<file path="config.mk">
export PLATFORM = sky130hd
export DESIGN_NAME = cro_queue
export DESIGN_NICKNAME = d
export VERILOG_FILES = /design/src/hw/rtl/cro_pkg.sv /design/src/hw/rtl/cro_queue.sv
export SDC_FILE = /design/constraint.sdc
export NUM_CORES = 1
export LEC_CHECK = 0
export BUFFER_PORTS_ARGS = -buffer_cell sky130_fd_sc_hd__buf_2
export CORE_MARGIN = 5
export CORE_UTILIZATION = 48
export CTS_CLUSTER_DIAMETER = 60
export DETAILED_ROUTE_END_ITERATION = 12
export PLACE_DENSITY = 0.74
export SYNTH_ARGS = -nofsm -noshare
export SYNTH_HDL_FRONTEND = slang
export SYNTH_SLANG_ARGS = --single-unit
</file>
<file path="constraint.sdc">
create_clock -name clock -period 1.8 [get_ports clock]
set_input_delay 0.09 -clock clock [delete_from_list [all_inputs] [get_ports clock]]
set_output_delay 0.09 -clock clock [all_outputs]
set_load 0.02 [all_outputs]
</file>
<file path="src/hw/rtl/cro_pkg.sv">
// Shared constants and helper functions for the chirp rotation oscillator.
package cro_pkg;

   // Defaults and fixed-point constants
   localparam int unsigned SWEEP_LEN_DEFAULT = 2048;
   localparam logic [15:0] RATE_HZ_RESET = 16'd11025;
   localparam int unsigned QUEUE_DEPTH = 2;
   localparam logic [31:0] PI_Q30 = 32'd3373259426;
   localparam logic [30:0] Q30_ONE = 31'h4000_0000;

   // Exact reciprocals ceil(2^(30+l)/k), l = ceil(log2 k), valid for dividends below 2^30
   localparam logic [31:0] MAGIC_72 = 32'(((64'd1 << 37) + 64'd71) / 64'd72);
   localparam logic [31:0] MAGIC_42 = 32'(((64'd1 << 36) + 64'd41) / 64'd42);
   localparam logic [31:0] MAGIC_20 = 32'(((64'd1 << 35) + 64'd19) / 64'd20);
   localparam logic [31:0] MAGIC_6  = 32'(((64'd1 << 33) + 64'd5) / 64'd6);
   localparam logic [31:0] MAGIC_90 = 32'(((64'd1 << 37) + 64'd89) / 64'd90);
   localparam logic [31:0] MAGIC_56 = 32'(((64'd1 << 36) + 64'd55) / 64'd56);
   localparam logic [31:0] MAGIC_30 = 32'(((64'd1 << 35) + 64'd29) / 64'd30);
   localparam logic [31:0] MAGIC_12 = 32'(((64'd1 << 34) + 64'd11) / 64'd12);
   localparam logic [31:0] MAGIC_2  = 32'(((64'd1 << 31) + 64'd1) / 64'd2);

   // Reciprocal for the n-th divide of the sine/cosine Horner chains
   function automatic logic [31:0] poly_magic(input logic [3:0] sel);
      logic [31:0] m;
      unique case (sel)
         4'd0: m = MAGIC_72;
         4'd1: m = MAGIC_42;
         4'd2: m = MAGIC_20;
         4'd3: m = MAGIC_6;
         4'd4: m = MAGIC_90;
         4'd5: m = MAGIC_56;
         4'd6: m = MAGIC_30;
         4'd7: m = MAGIC_12;
         4'd8: m = MAGIC_2;
         default: m = MAGIC_2;
      endcase
      return m;
   endfunction

   // Matching right shift for the reciprocal above
   function automatic logic [5:0] poly_shift(input logic [3:0] sel);
      logic [5:0] s;
      unique case (sel)
         4'd0: s = 6'd37;
         4'd1: s = 6'd36;
         4'd2: s = 6'd35;
         4'd3: s = 6'd33;
         4'd4: s = 6'd37;
         4'd5: s = 6'd36;
         4'd6: s = 6'd35;
         4'd7: s = 6'd34;
         4'd8: s = 6'd31;
         default: s = 6'd31;
      endcase
      return s;
   endfunction

endpackage

</file>
<file path="src/hw/rtl/cro_queue.sv">
// Small flop-based queue between the front and back parts.
module cro_queue #(
   parameter int unsigned WIDTH = 8,
   parameter int unsigned DEPTH = cro_pkg::QUEUE_DEPTH
) (
   input  logic             clock,
   input  logic             reset,
   input  logic             push,
   input  logic [WIDTH-1:0] push_data,
   output logic             full,
   input  logic             pop,
   output logic             empty,
   output logic [WIDTH-1:0] pop_data
);
   localparam int unsigned PW = (DEPTH > 1) ? $clog2(DEPTH) : 1;
   localparam int unsigned CW = $clog2(DEPTH + 1);

   logic [WIDTH-1:0] mem_ff [DEPTH];
   logic [PW-1:0]    wr_ptr_ff, wr_ptr_in;
   logic [PW-1:0]    rd_ptr_ff, rd_ptr_in;
   logic [CW-1:0]    count_ff, count_in;
   logic             do_push, do_pop;

   assign full     = (count_ff == CW'(DEPTH));
   assign empty    = (count_ff == '0);
   assign pop_data = mem_ff[rd_ptr_ff];
   assign do_push  = push && !full;
   assign do_pop   = pop && !empty;

   // Advance pointers and count
   always_comb begin
      wr_ptr_in = wr_ptr_ff;
      rd_ptr_in = rd_ptr_ff;
      count_in  = count_ff;
      if (do_push) begin
         wr_ptr_in = (wr_ptr_ff == PW'(DEPTH - 1)) ? '0 : wr_ptr_ff + 1'b1;
      end
      if (do_pop) begin
         rd_ptr_in = (rd_ptr_ff == PW'(DEPTH - 1)) ? '0 : rd_ptr_ff + 1'b1;
      end
      if (do_push && !do_pop) begin
         count_in = count_ff + 1'b1;
      end else if (do_pop && !do_push) begin
         count_in = count_ff - 1'b1;
      end
   end

   always_ff @(posedge clock) begin
      if (reset) begin
         wr_ptr_ff <= '0;
         rd_ptr_ff <= '0;
         count_ff  <= '0;
      end else begin
         wr_ptr_ff <= wr_ptr_in;
         rd_ptr_ff <= rd_ptr_in;
         count_ff  <= count_in;
      end
   end

   // Store entry data
   always_ff @(posedge clock) begin
      if (do_push) begin
         mem_ff[wr_ptr_ff] <= push_data;
      end
   end

endmodule

</file>
==> out/summary.md <==
Power
• **largest voltage drop on the vdd net** 0.000824 V
• **leakage dissipation** 0.416 nW
• **power per standard cell area** 1320 mW/mm²

Synth
• **leading area contributor after synthesis** edfxtp_1
• **most common cell in the synthesized netlist** edfxtp_1
• **share of synthesized registers carrying an async set or reset** 0%
• **synthesized net count** 63
• **#FFs+latches synth** 21
• **count of flip-flops with a built-in enable after synthesis** 16
• **count of synthesis-stage warnings from yosys** 0
• **mean post-synth cell area** 15.9 µm²
• **main area contributors after synthesis** edfxtp_1, dfxtp_1, mux2_2
• **Yosys top cell area share** 60.6%
• **Distinct cells, synth** 13
• **number of instances in the synthesized netlist** 50
• **Post-Syn Area** 793 µm²
• **most used flip-flop cell after synthesis** edfxtp_1
• **share of synthesized area occupied by flip-flops and latches** 73.2%
• **leading post-synthesis cells by instance count** edfxtp_1, mux2_2, dfxtp_1, nor2_1

Detailed routing
• **number of nets with antenna violations after detailed routing** 0
• **detailed router's first-iteration violation count** 3
• **wire length reported by the detailed router** 1370 µm
• **wire length on met2** 776 µm
• **Post-Route M1 WL** 524 µm
• **routed via count divided by cell count** 4.79
• **drc violations** 0
• **router iterations before antenna repair** 2
• **Vias** 474
• **highest layer used for signal routing** met3
• **DR WL met3** 73 µm
• **final routed wire length divided by cell count** 13.9 µm

Place
• **number of port buffers** 21
• **RD Place Congestion** 0.680
• **number of placed instances with taps included** 86

Floorplan
• **effective utilization at floorplan** 51.5%
• **Die Y** 50.7 µm
• **core region area** 0.00154 mm²
• **number of top-level design ports** 22
• **overall die width** 50.7 µm
• **Die ar.** 0.00257 mm²
• **Core Rows** 14

Clock network
• **TritonCTS clock tree** built
• **TritonCTS sink count** 21
• **worst-skew pair later-pin latency** 0.29 ns
• **Post-CTS Repair Setup Buffers** 0
• **count of H-tree levels built during CTS** 1
• **buffer levels on the longest clock path** 2
• **clock tree root buffer cell** clkbuf_4
• **Clock transition at path regs** 0.11 ns
• **count of instances resized after the clock tree is built** 0
• **number of buffers inserted during clock tree synthesis** 3

Critical path
• **end of the worst register-to-register path** count_ff[1]$_SDFFE_PP0P_
• **data arrival time of the critical path** 1.84 ns
• **R2R cell count** 4
• **endpoint kind of the worst setup timing path** flop
• **start of the worst register-to-register path** count_ff[0]$_SDFFE_PP0P_
• **largest fanout on the critical path** 5
• **Critical Setup Path Class** reg2reg
• **flop2flop setup slack** 0.19 ns
• **startpoint class of the critical path** flop
• **required arrival time at the worst endpoint** 2.02 ns

Timing
• **final setup violation count** 0
• **Period minus WS final** 1.61 ns
• **relative slew slack** 73.3%
• **achievable clock frequency** 620 MHz
• **total negative setup slack** 0 ns
• **transition time at the pin with the least slew margin** 0.401 ns
• **final worst path period share** 89.7%
• **RSZ-0062 raised after global routing** no
• **Final Hold Vio Count** 0
• **Max Transition Viols Final** 0
• **Worst Clk Skew** 0.00141 ns

Run
• **max-capacitance violation count** 0

Worst hold path
• **destination of the worst hold path** wr_ptr_ff$_SDFFE_PP0N_
• **Worst Hold Path Cells** 4
• **Hold/Removal Path Class** in2reg
• **beginning of the worst hold path** push

Finish
• **area of the multi-input gates** 200 µm²
• **FF+latch area** 581 µm²
• **share of final-layout standard cells stronger than drive strength 1** 39.8%
• **final net count** 97
• **antenna diode count** 0
• **fill cell count** 127
• **Area growth, synth to finish** 29.8%
• **Layout Cells excl Fill** 99

GRT
• **aggregate global-route resource usage** 12.6%
• **largest net degree at the start of global routing** 12
• **remaining global-route overflow** 0
• **initial antenna violation count** 0
• **number of global-route vias before repair** 557
• **first-pass GRT wire length** 2470 µm

Run status
• **status** completed

-- layout by cell type, fill, tap and decap left out --
cell type / count
buf_2: 21
edfxtp_1: 16
dlygate4sd3_1: 9
mux2_2: 8
nor2_1: 5
dfxtp_1: 5
o21ai_0: 3
xor2_1: 3
clkbuf_4: 3
inv_1: 2
or3_1: 2
a21oi_1: 2
nor2b_2: 1
and2_1: 1
ha_1: 1
clkbuf_1: 1
-- worst max-delay path: stages (launching register included) --
cell,delay [ns]
dfxtp_1,0.37
o21ai_0,0.30
ha_1,0.31
or3_1,0.37
a21oi_1,0.18
-- where the power goes --
part / total (W) / switching [W] / internal, W / leakage, nW
Combinational: 0.000460 / 0.000256 / 0.000203 / 0.210
Clock: 0.000218 / 0.000132 / 0.0000861 / 0.0150
Sequential: 0.000681 / 0.0000625 / 0.000618 / 0.191
-- registers in the layout, indices dropped and copies added (netlist names), named ones only --
| name | count |
|---|---|
| rd_ptr_ff | 1 |
| wr_ptr_ff | 1 |
| mem_ff | 16 |
| count_ff | 2 |
-- repair_timing --
item                       in CTS  in global routing
setup endpoints to repair       0                  0
hold buffers                    9                  0
hold endpoints to repair       20                  0
-- worst max-delay path by stage --
stage	startpoint	endpoint	slack, ns	depth (start not counted)
after detailed placement	count_ff[0]$_SDFFE_PP0P_	count_ff[1]$_SDFFE_PP0P_	0.24	4
after global placement	count_ff[0]$_SDFFE_PP0P_	count_ff[1]$_SDFFE_PP0P_	0.30	4
final	count_ff[0]$_SDFFE_PP0P_	count_ff[1]$_SDFFE_PP0P_	0.19	4
after CTS	count_ff[0]$_SDFFE_PP0P_	count_ff[1]$_SDFFE_PP0P_	0.22	4
after global routing	count_ff[1]$_SDFFE_PP0P_	count_ff[1]$_SDFFE_PP0P_	0.06	5
after floorplan	count_ff[1]$_SDFFE_PP0P_	count_ff[1]$_SDFFE_PP0P_	0.21	5
-- layout make-up --
type,count,area share [%]
clock buffers,4,2.55
inverters,2,0.729
multi-input cells,26,19.4
repair buffers,30,19.0
flip-flops and latches,21,56.4
well taps,16,1.94
-- through the flow --
stage / setup WS (ns) / utilization, % / cell area, µm² / hold WS [ns] / total power [W]
floorplan: 0.213 / - / 793 / 0.159 / 0.00101
global placement: 0.303 / 59.3 / 913 / 0.279 / 0.00113
detailed placement: 0.243 / 59.3 / 913 / 0.282 / 0.00114
CTS: 0.217 / 66.8 / 1030 / 0.191 / 0.00137
global route: 0.0632 / 66.8 / 1030 / 0.236 / 0.00147
finish: 0.186 / 66.8 / 1030 / 0.195 / 0.00136
-- per-layer routing --
layer	vias to the layer above	GRT usage, %
li1	247	-
met1	216	14.7
met2	11	22.5
met3	0	2.96
met4	0	3.83
met5	-	0
-- kinds of logic after synthesis --
kind of cell	after synthesis	synth area share [%]
simple gates	9	5.84
flops	21	73.2
compound gates	5	3.15
fa+ha+maj	1	1.58
mux	8	11.4
xor+xnor	3	3.31
buf+inv	3	1.58
Note: power is estimated with default switching activity, not from simulation.
