===== src/hw/rtl/cro_pkg.sv =====
// Shared constants and helper functions for the chirp rotation oscillator.
package cro_pkg;

   // Defaults and fixed-point constants
   localparam int unsigned SWEEP_LEN_DEFAULT = 2048;
   localparam logic [15:0] RATE_HZ_RESET = 16'd11025;
   localparam int unsigned QUEUE_DEPTH = 2;
   localparam logic [31:0] PI_Q30 = 32'd3373259426;
   localparam logic [30:0] Q30_ONE = 31'h4000_0000;

   // Exact reciprocals ceil(2^(30+l)/k), l = ceil(log2 k), valid for dividends below 2^30
   localparam logic [31:0] MAGIC_72 = 32'(((64'd1 << 37) + 64'd71) / 64'd72);
   localparam logic [31:0] MAGIC_42 = 32'(((64'd1 << 36) + 64'd41) / 64'd42);
   localparam logic [31:0] MAGIC_20 = 32'(((64'd1 << 35) + 64'd19) / 64'd20);
   localparam logic [31:0] MAGIC_6  = 32'(((64'd1 << 33) + 64'd5) / 64'd6);
   localparam logic [31:0] MAGIC_90 = 32'(((64'd1 << 37) + 64'd89) / 64'd90);
   localparam logic [31:0] MAGIC_56 = 32'(((64'd1 << 36) + 64'd55) / 64'd56);
   localparam logic [31:0] MAGIC_30 = 32'(((64'd1 << 35) + 64'd29) / 64'd30);
   localparam logic [31:0] MAGIC_12 = 32'(((64'd1 << 34) + 64'd11) / 64'd12);
   localparam logic [31:0] MAGIC_2  = 32'(((64'd1 << 31) + 64'd1) / 64'd2);

   // Reciprocal for the n-th divide of the sine/cosine Horner chains
   function automatic logic [31:0] poly_magic(input logic [3:0] sel);
      logic [31:0] m;
      unique case (sel)
         4'd0: m = MAGIC_72;
         4'd1: m = MAGIC_42;
         4'd2: m = MAGIC_20;
         4'd3: m = MAGIC_6;
         4'd4: m = MAGIC_90;
         4'd5: m = MAGIC_56;
         4'd6: m = MAGIC_30;
         4'd7: m = MAGIC_12;
         4'd8: m = MAGIC_2;
         default: m = MAGIC_2;
      endcase
      return m;
   endfunction

   // Matching right shift for the reciprocal above
   function automatic logic [5:0] poly_shift(input logic [3:0] sel);
      logic [5:0] s;
      unique case (sel)
         4'd0: s = 6'd37;
         4'd1: s = 6'd36;
         4'd2: s = 6'd35;
         4'd3: s = 6'd33;
         4'd4: s = 6'd37;
         4'd5: s = 6'd36;
         4'd6: s = 6'd35;
         4'd7: s = 6'd34;
         4'd8: s = 6'd31;
         default: s = 6'd31;
      endcase
      return s;
   endfunction

endpackage


===== src/hw/rtl/cro_front.sv =====
// Front part: accept a request and form the sweep phase numerator.
module cro_front #(
   parameter int unsigned SWEEP_LEN = cro_pkg::SWEEP_LEN_DEFAULT
) (
   input  logic          clock,
   input  logic          reset,
   input  logic          push,
   output logic          full,
   input  logic          restart,
   input  logic [15:0]   freq_start,
   input  logic [15:0]   freq_end,
   input  logic [10:0]   sample_index,
   input  logic          q_full,
   output logic          q_push,
   output logic [$clog2(longint'(SWEEP_LEN) * 64'd65536 + 64'd134217728)+1:0] q_data
);
   localparam int unsigned MW = $clog2(longint'(SWEEP_LEN) * 64'd65536 + 64'd134217728);
   localparam int unsigned NW = MW + 1;

   logic                 busy_ff, busy_in;
   logic                 done_ff, done_in;
   logic                 restart_ff;
   logic [15:0]          fa_ff, fb_ff;
   logic [10:0]          idx_ff;
   logic signed [NW-1:0] n_ff, n_in;
   logic signed [NW-1:0] fa_s, fb_s, idx_s, len_s;
   logic                 accept;

   assign full   = busy_ff;
   assign accept = push && !busy_ff;
   assign q_push = busy_ff && done_ff && !q_full;
   assign q_data = {restart_ff, n_ff};

   // Form n = fa*L + (fb - fa)*idx
   always_comb begin
      fa_s  = $signed(NW'(fa_ff));
      fb_s  = $signed(NW'(fb_ff));
      idx_s = $signed(NW'(idx_ff));
      len_s = $signed(NW'(SWEEP_LEN));
      n_in  = fa_s * len_s + (fb_s - fa_s) * idx_s;
   end

   // Hold one item from transfer until it enters the queue
   always_comb begin
      busy_in = busy_ff;
      done_in = done_ff;
      if (accept) begin
         busy_in = 1'b1;
         done_in = 1'b0;
      end else if (busy_ff && !done_ff) begin
         done_in = 1'b1;
      end else if (q_push) begin
         busy_in = 1'b0;
      end
   end

   always_ff @(posedge clock) begin
      if (reset) begin
         busy_ff <= 1'b0;
         done_ff <= 1'b0;
      end else begin
         busy_ff <= busy_in;
         done_ff <= done_in;
      end
   end

   always_ff @(posedge clock) begin
      if (accept) begin
         restart_ff <= restart;
         fa_ff      <= freq_start;
         fb_ff      <= freq_end;
         idx_ff     <= sample_index;
      end
      if (busy_ff && !done_ff) begin
         n_ff <= n_in;
      end
   end

endmodule


===== config.mk =====
export PLATFORM = sky130hd
export DESIGN_NAME = cro_front
export DESIGN_NICKNAME = d
export VERILOG_FILES = /design/src/hw/rtl/cro_pkg.sv /design/src/hw/rtl/cro_front.sv
export SDC_FILE = /design/constraint.sdc
export NUM_CORES = 1
export LEC_CHECK = 0
export ABC_CLOCK_PERIOD_IN_PS = 8700
export BUFFER_PORTS_ARGS = -buffer_cell sky130_fd_sc_hd__clkbuf_2
export CELL_PAD_IN_SITES_DETAIL_PLACEMENT = 1
export CELL_PAD_IN_SITES_GLOBAL_PLACEMENT = 2
export CORE_MARGIN = 2
export CORE_UTILIZATION = 35
export CTS_CLUSTER_DIAMETER = 50
export CTS_CLUSTER_SIZE = 16
export DETAILED_ROUTE_END_ITERATION = 7
export PLACE_DENSITY = 0.8
export SYNTH_ARGS = -nofsm -noshare
export SYNTH_HDL_FRONTEND = slang
export SYNTH_SLANG_ARGS = --single-unit

===== constraint.sdc =====
create_clock -name clock -period 8.7 [get_ports clock]
set_input_delay 0.87 -clock clock [delete_from_list [all_inputs] [get_ports clock]]
set_output_delay 0.87 -clock clock [all_outputs]
set_load 0.05 [all_outputs]

==> run summary <==
SYNTH
-------------------------------------------------------------------------------------
Post-synthesis average cell area                                           10.1 sq um
Most used DFF post-synth                                                 sky130_fd_sc_hd__edfxtp_1
Async set or reset register ratio after synthesis                                   0
Number of synthesized flops with an enable pin                                     73
Yosys top cell by area                                                   sky130_fd_sc_hd__fa_1
Number of standard cells after synthesis                                         1067
Sequential share of the synthesized area                                        0.206
Count of synthesis-stage warnings from yosys                                        0
Number of distinct library cells after synthesis                                   60
Post-Synthesis Net Count                                                         1391
Seq cells post-synth                                                               75
Mapped Area                                                               10800 sq um
Area share of the largest cell type after synthesis                             0.348
Largest cells by area after synthesis                                    sky130_fd_sc_hd__fa_1 (35%), sky130_fd_sc_hd__edfxtp_1 (20%), sky130_fd_sc_hd__ha_1 (10%), sky130_fd_sc_hd__inv_1 (8.8%), sky130_fd_sc_hd__and2_1 (2.9%)

CTS
-------------------------------------------------------------------------------------
# clock sinks                                                                      75
Post-CTS Setup Bufs                                                                 0
CTS tree                                                                         done
H-Tree Depth                                                                        3
CTS Buffer Depth                                                                    2
Worst skew pair latency                                                       0.37 ns
Root Buffer Master                                                       sky130_fd_sc_hd__clkbuf_16
Hold-fix buffers, CTS                                                               0
Number of buffers created by CTS                                                    9
Post-cts sizing count                                                               0
Reg clk slew, reported paths                                                  0.07 ns

DIE
-------------------------------------------------------------------------------------
Initial Util                                                                    0.355
Number of top-level design ports                                                   80
Die extent in x                                                                180 um
Full die area                                                             32300 sq um
Placeable core area                                                       30500 sq um
Die Y                                                                          180 um
Placement Rows                                                                     64

OUTCOME
-------------------------------------------------------------------------------------
Status                                                                      completed

CRITICAL PATH
-------------------------------------------------------------------------------------
Register-to-register setup slack                                              1.01 ns
Crit end category                                                                flop
Arrival time at the worst endpoint                                            7.80 ns
Critical path launch point type                                                  flop
Path type of the worst setup path                                        flop to flop
CP max FO                                                                          16
Required @ worst endpoint                                                     8.81 ns
Crit Reg-Reg Endpoint                                                        n_ff[28]
Startpoint of the worst-slack reg-to-reg timing path                         fa_ff[2]
Register-to-Register Path Depth                                                    24

STA
-------------------------------------------------------------------------------------
Worst Max-Slew Pin Slew                                                       1.25 ns
Max-slew violation count                                                            0
Max transition margin                                                           0.168
Endpoints failing setup                                                             0
Highest clock rate                                                            130 MHz
Total negative slack                                                             0 ns
Skew final                                                                  0.0168 ns
Shortest period the worst path allows                                         7.69 ns
Final worst path period share                                                   0.884
RSZ-0062 raised after global routing                                               no
Number of hold-slack violations in the final timing report                          0

ROUTE
-------------------------------------------------------------------------------------
Count of routing violations after the opening detailed-route iteration            321
Via density per instance                                                         4.97
Number of design rule violations left after detail routing                          0
Post-detailed-routing wire length                                            27100 um
First drt pass iteration count                                                      4
Count of antenna-violating nets left after detailed routing                         0
Number of vias after detailed routing                                            7569
Routed wirelength normalized by instance count                                17.8 um

WORST HOLD PATH
-------------------------------------------------------------------------------------
Hold EP                                                                       done_ff
Instance count along the most critical hold path                                    2
Hold Path Origin                                                              done_ff
Path class of the lowest-slack min-delay path                            flop to flop

FLOW RUN
-------------------------------------------------------------------------------------
Max_cap viols                                                                       0

GRT
-------------------------------------------------------------------------------------
Overall overflow remaining after global route                                       0
All-layer global routing usage                                                  0.179
Via count of the first global-routing pass                                       8714
Initial antenna violation count                                                     0
Pin count of the biggest net entering global routing                               45
Wire length of the first global-routing pass                                 45500 um

PLACEMENT
-------------------------------------------------------------------------------------
Placed wire-length estimate after detailed placement                         21700 um
GPL Wtd Cong                                                                    0.791
# port buffers                                                                     79

CELLS AND AREA
-------------------------------------------------------------------------------------
Synthesis-to-layout area growth                                                 10.0%
Filler instances                                                                 3444
Layout cells sized above 1                                                      0.107
Net count of the finished layout                                                 1447
Number of diodes added for antenna fixing                                           0

-- registers in the layout, summed over array words and instances, names as in the netlist --
name	count
fa_ff	16
n_ff	29
idx_ff	11
fb_ff	16
done_ff	1
full	1
restart_ff	1
-- layer usage --
metal	track usage	wire, um
met3	0.0223	746
met2	0.341	14800
met5	0	0
met4	0.0530	609
met1	0.208	10900
-- synthesized netlist by cell type, types with 3 or more instances --
master and count:
sky130_fd_sc_hd__a21o_1 16, sky130_fd_sc_hd__o21ai_0 16, sky130_fd_sc_hd__and3_1 36, sky130_fd_sc_hd__a2111o_1 3
sky130_fd_sc_hd__a221oi_1 3, sky130_fd_sc_hd__nand3_1 22, sky130_fd_sc_hd__fa_1 188, sky130_fd_sc_hd__edfxtp_1 73
sky130_fd_sc_hd__buf_2 4, sky130_fd_sc_hd__o211a_1 3, sky130_fd_sc_hd__a211oi_1 5, sky130_fd_sc_hd__inv_1 254
sky130_fd_sc_hd__a32oi_1 9, sky130_fd_sc_hd__xnor2_1 28, sky130_fd_sc_hd__nor2b_1 22, sky130_fd_sc_hd__a21oi_1 26
sky130_fd_sc_hd__clkbuf_1 39, sky130_fd_sc_hd__o21a_1 8, sky130_fd_sc_hd__a32o_1 7, sky130_fd_sc_hd__and2_1 50
sky130_fd_sc_hd__nor2_1 17, sky130_fd_sc_hd__nand2b_1 7, sky130_fd_sc_hd__xor2_1 7, sky130_fd_sc_hd__nor3_1 6
sky130_fd_sc_hd__ha_1 88, sky130_fd_sc_hd__or3_1 3, sky130_fd_sc_hd__a211o_1 4, sky130_fd_sc_hd__nand2_1 77
sky130_fd_sc_hd__a31oi_1 3
-- worst max-delay path, cell delays in order, from the launching register on --
cell,delay [ns]
sky130_fd_sc_hd__edfxtp_1,0.37
sky130_fd_sc_hd__inv_1,0.11
sky130_fd_sc_hd__ha_1,0.28
sky130_fd_sc_hd__nor2b_1,0.15
sky130_fd_sc_hd__o21a_1,0.21
sky130_fd_sc_hd__o211ai_2,0.23
sky130_fd_sc_hd__a21oi_1,0.14
sky130_fd_sc_hd__o21ai_1,0.88
sky130_fd_sc_hd__a32oi_1,0.33
sky130_fd_sc_hd__fa_1,0.68
sky130_fd_sc_hd__inv_1,0.15
sky130_fd_sc_hd__fa_1,0.61
sky130_fd_sc_hd__inv_1,0.13
sky130_fd_sc_hd__fa_1,0.54
sky130_fd_sc_hd__inv_1,0.06
sky130_fd_sc_hd__fa_1,0.53
sky130_fd_sc_hd__inv_1,0.05
sky130_fd_sc_hd__fa_1,0.52
sky130_fd_sc_hd__inv_1,0.04
sky130_fd_sc_hd__ha_1,0.35
sky130_fd_sc_hd__a21oi_1,0.16
sky130_fd_sc_hd__o21ai_1,0.12
sky130_fd_sc_hd__or4_1,0.49
sky130_fd_sc_hd__o211a_1,0.15
sky130_fd_sc_hd__xnor2_1,0.13
-- stage by stage --
| stage | hold WS (ns) | util | instances | cell area [sq um] | setup WS, ns |
|---|---|---|---|---|---|
| after floorplan | 0.479 | - | 1067 | 10800 | 1.87 |
| after global placement | 0.545 | 0.381 | 1508 | 11600 | 1.17 |
| after detailed placement | 0.580 | 0.381 | 1508 | 11600 | 1.03 |
| after CTS | 0.594 | 0.390 | 1524 | 11900 | 1.03 |
| after global routing | 0.640 | 0.390 | 1524 | 11900 | 0.439 |
| final | 0.597 | 0.390 | 1524 | 11900 | 1.01 |
-- worst max path at each step --
stage	startpoint	slack (ns)	endpoint
2_1_floorplan	fa_ff[0]	1.87	n_ff[28]
3_3_place_gp	fa_ff[0]	1.17	n_ff[28]
3_5_place_dp	fa_ff[0]	1.03	n_ff[28]
4_1_cts	fa_ff[0]	1.03	n_ff[28]
5_1_grt	fb_ff[0]	0.44	n_ff[28]
6_report	fa_ff[2]	1.01	n_ff[28]
-- logic make-up (layout without fill, tap and decap cells) --
| logic type | count (synthesis) | in the layout | synth area share |
|---|---|---|---|
| AOI/OAI and AO/OA | 129 | 129 | 0.0873 |
| xor gates and xnor gates | 35 | 35 | 0.0283 |
| adders and majority gates | 276 | 276 | 0.450 |
| buffers and inverters | 299 | 360 | 0.105 |
| DFF | 75 | 75 | 0.206 |
| and+or+nand+nor | 253 | 253 | 0.123 |
-- placed cells by master (no fill, tap or decap), drive strengths merged, types with 5 or more instances in the layout --
cell type and instances:
and3 37, a32o 7, o21ai 18, nand3 22
clkbuf 88, nor3 6, fa 188, xnor2 28
inv 256, a211oi 6, nor2 17, a21oi 27
xor2 7, and2 51, or3 5, buf 11
nand2 77, edfxtp 73, ha 88, a32oi 9
nand2b 7, o21a 8, a21o 16, nor2b 22
-- area by class of cell --
class,instances,area [sq um],share of cell area
Multi-Input combinational cell,693,7470,0.627
Tap cell,396,495,0.0416
Inverter,254,953,0.0801
Sequential cell,75,2230,0.188
Clock buffer,9,225,0.0189
Clock inverter,7,51.3,0.00431
Timing Repair Buffer,90,478,0.0402
Power is left out: the tool's default activity adds up to more than one toggle a clock period on the data nets, which glitch-free logic cannot reach.
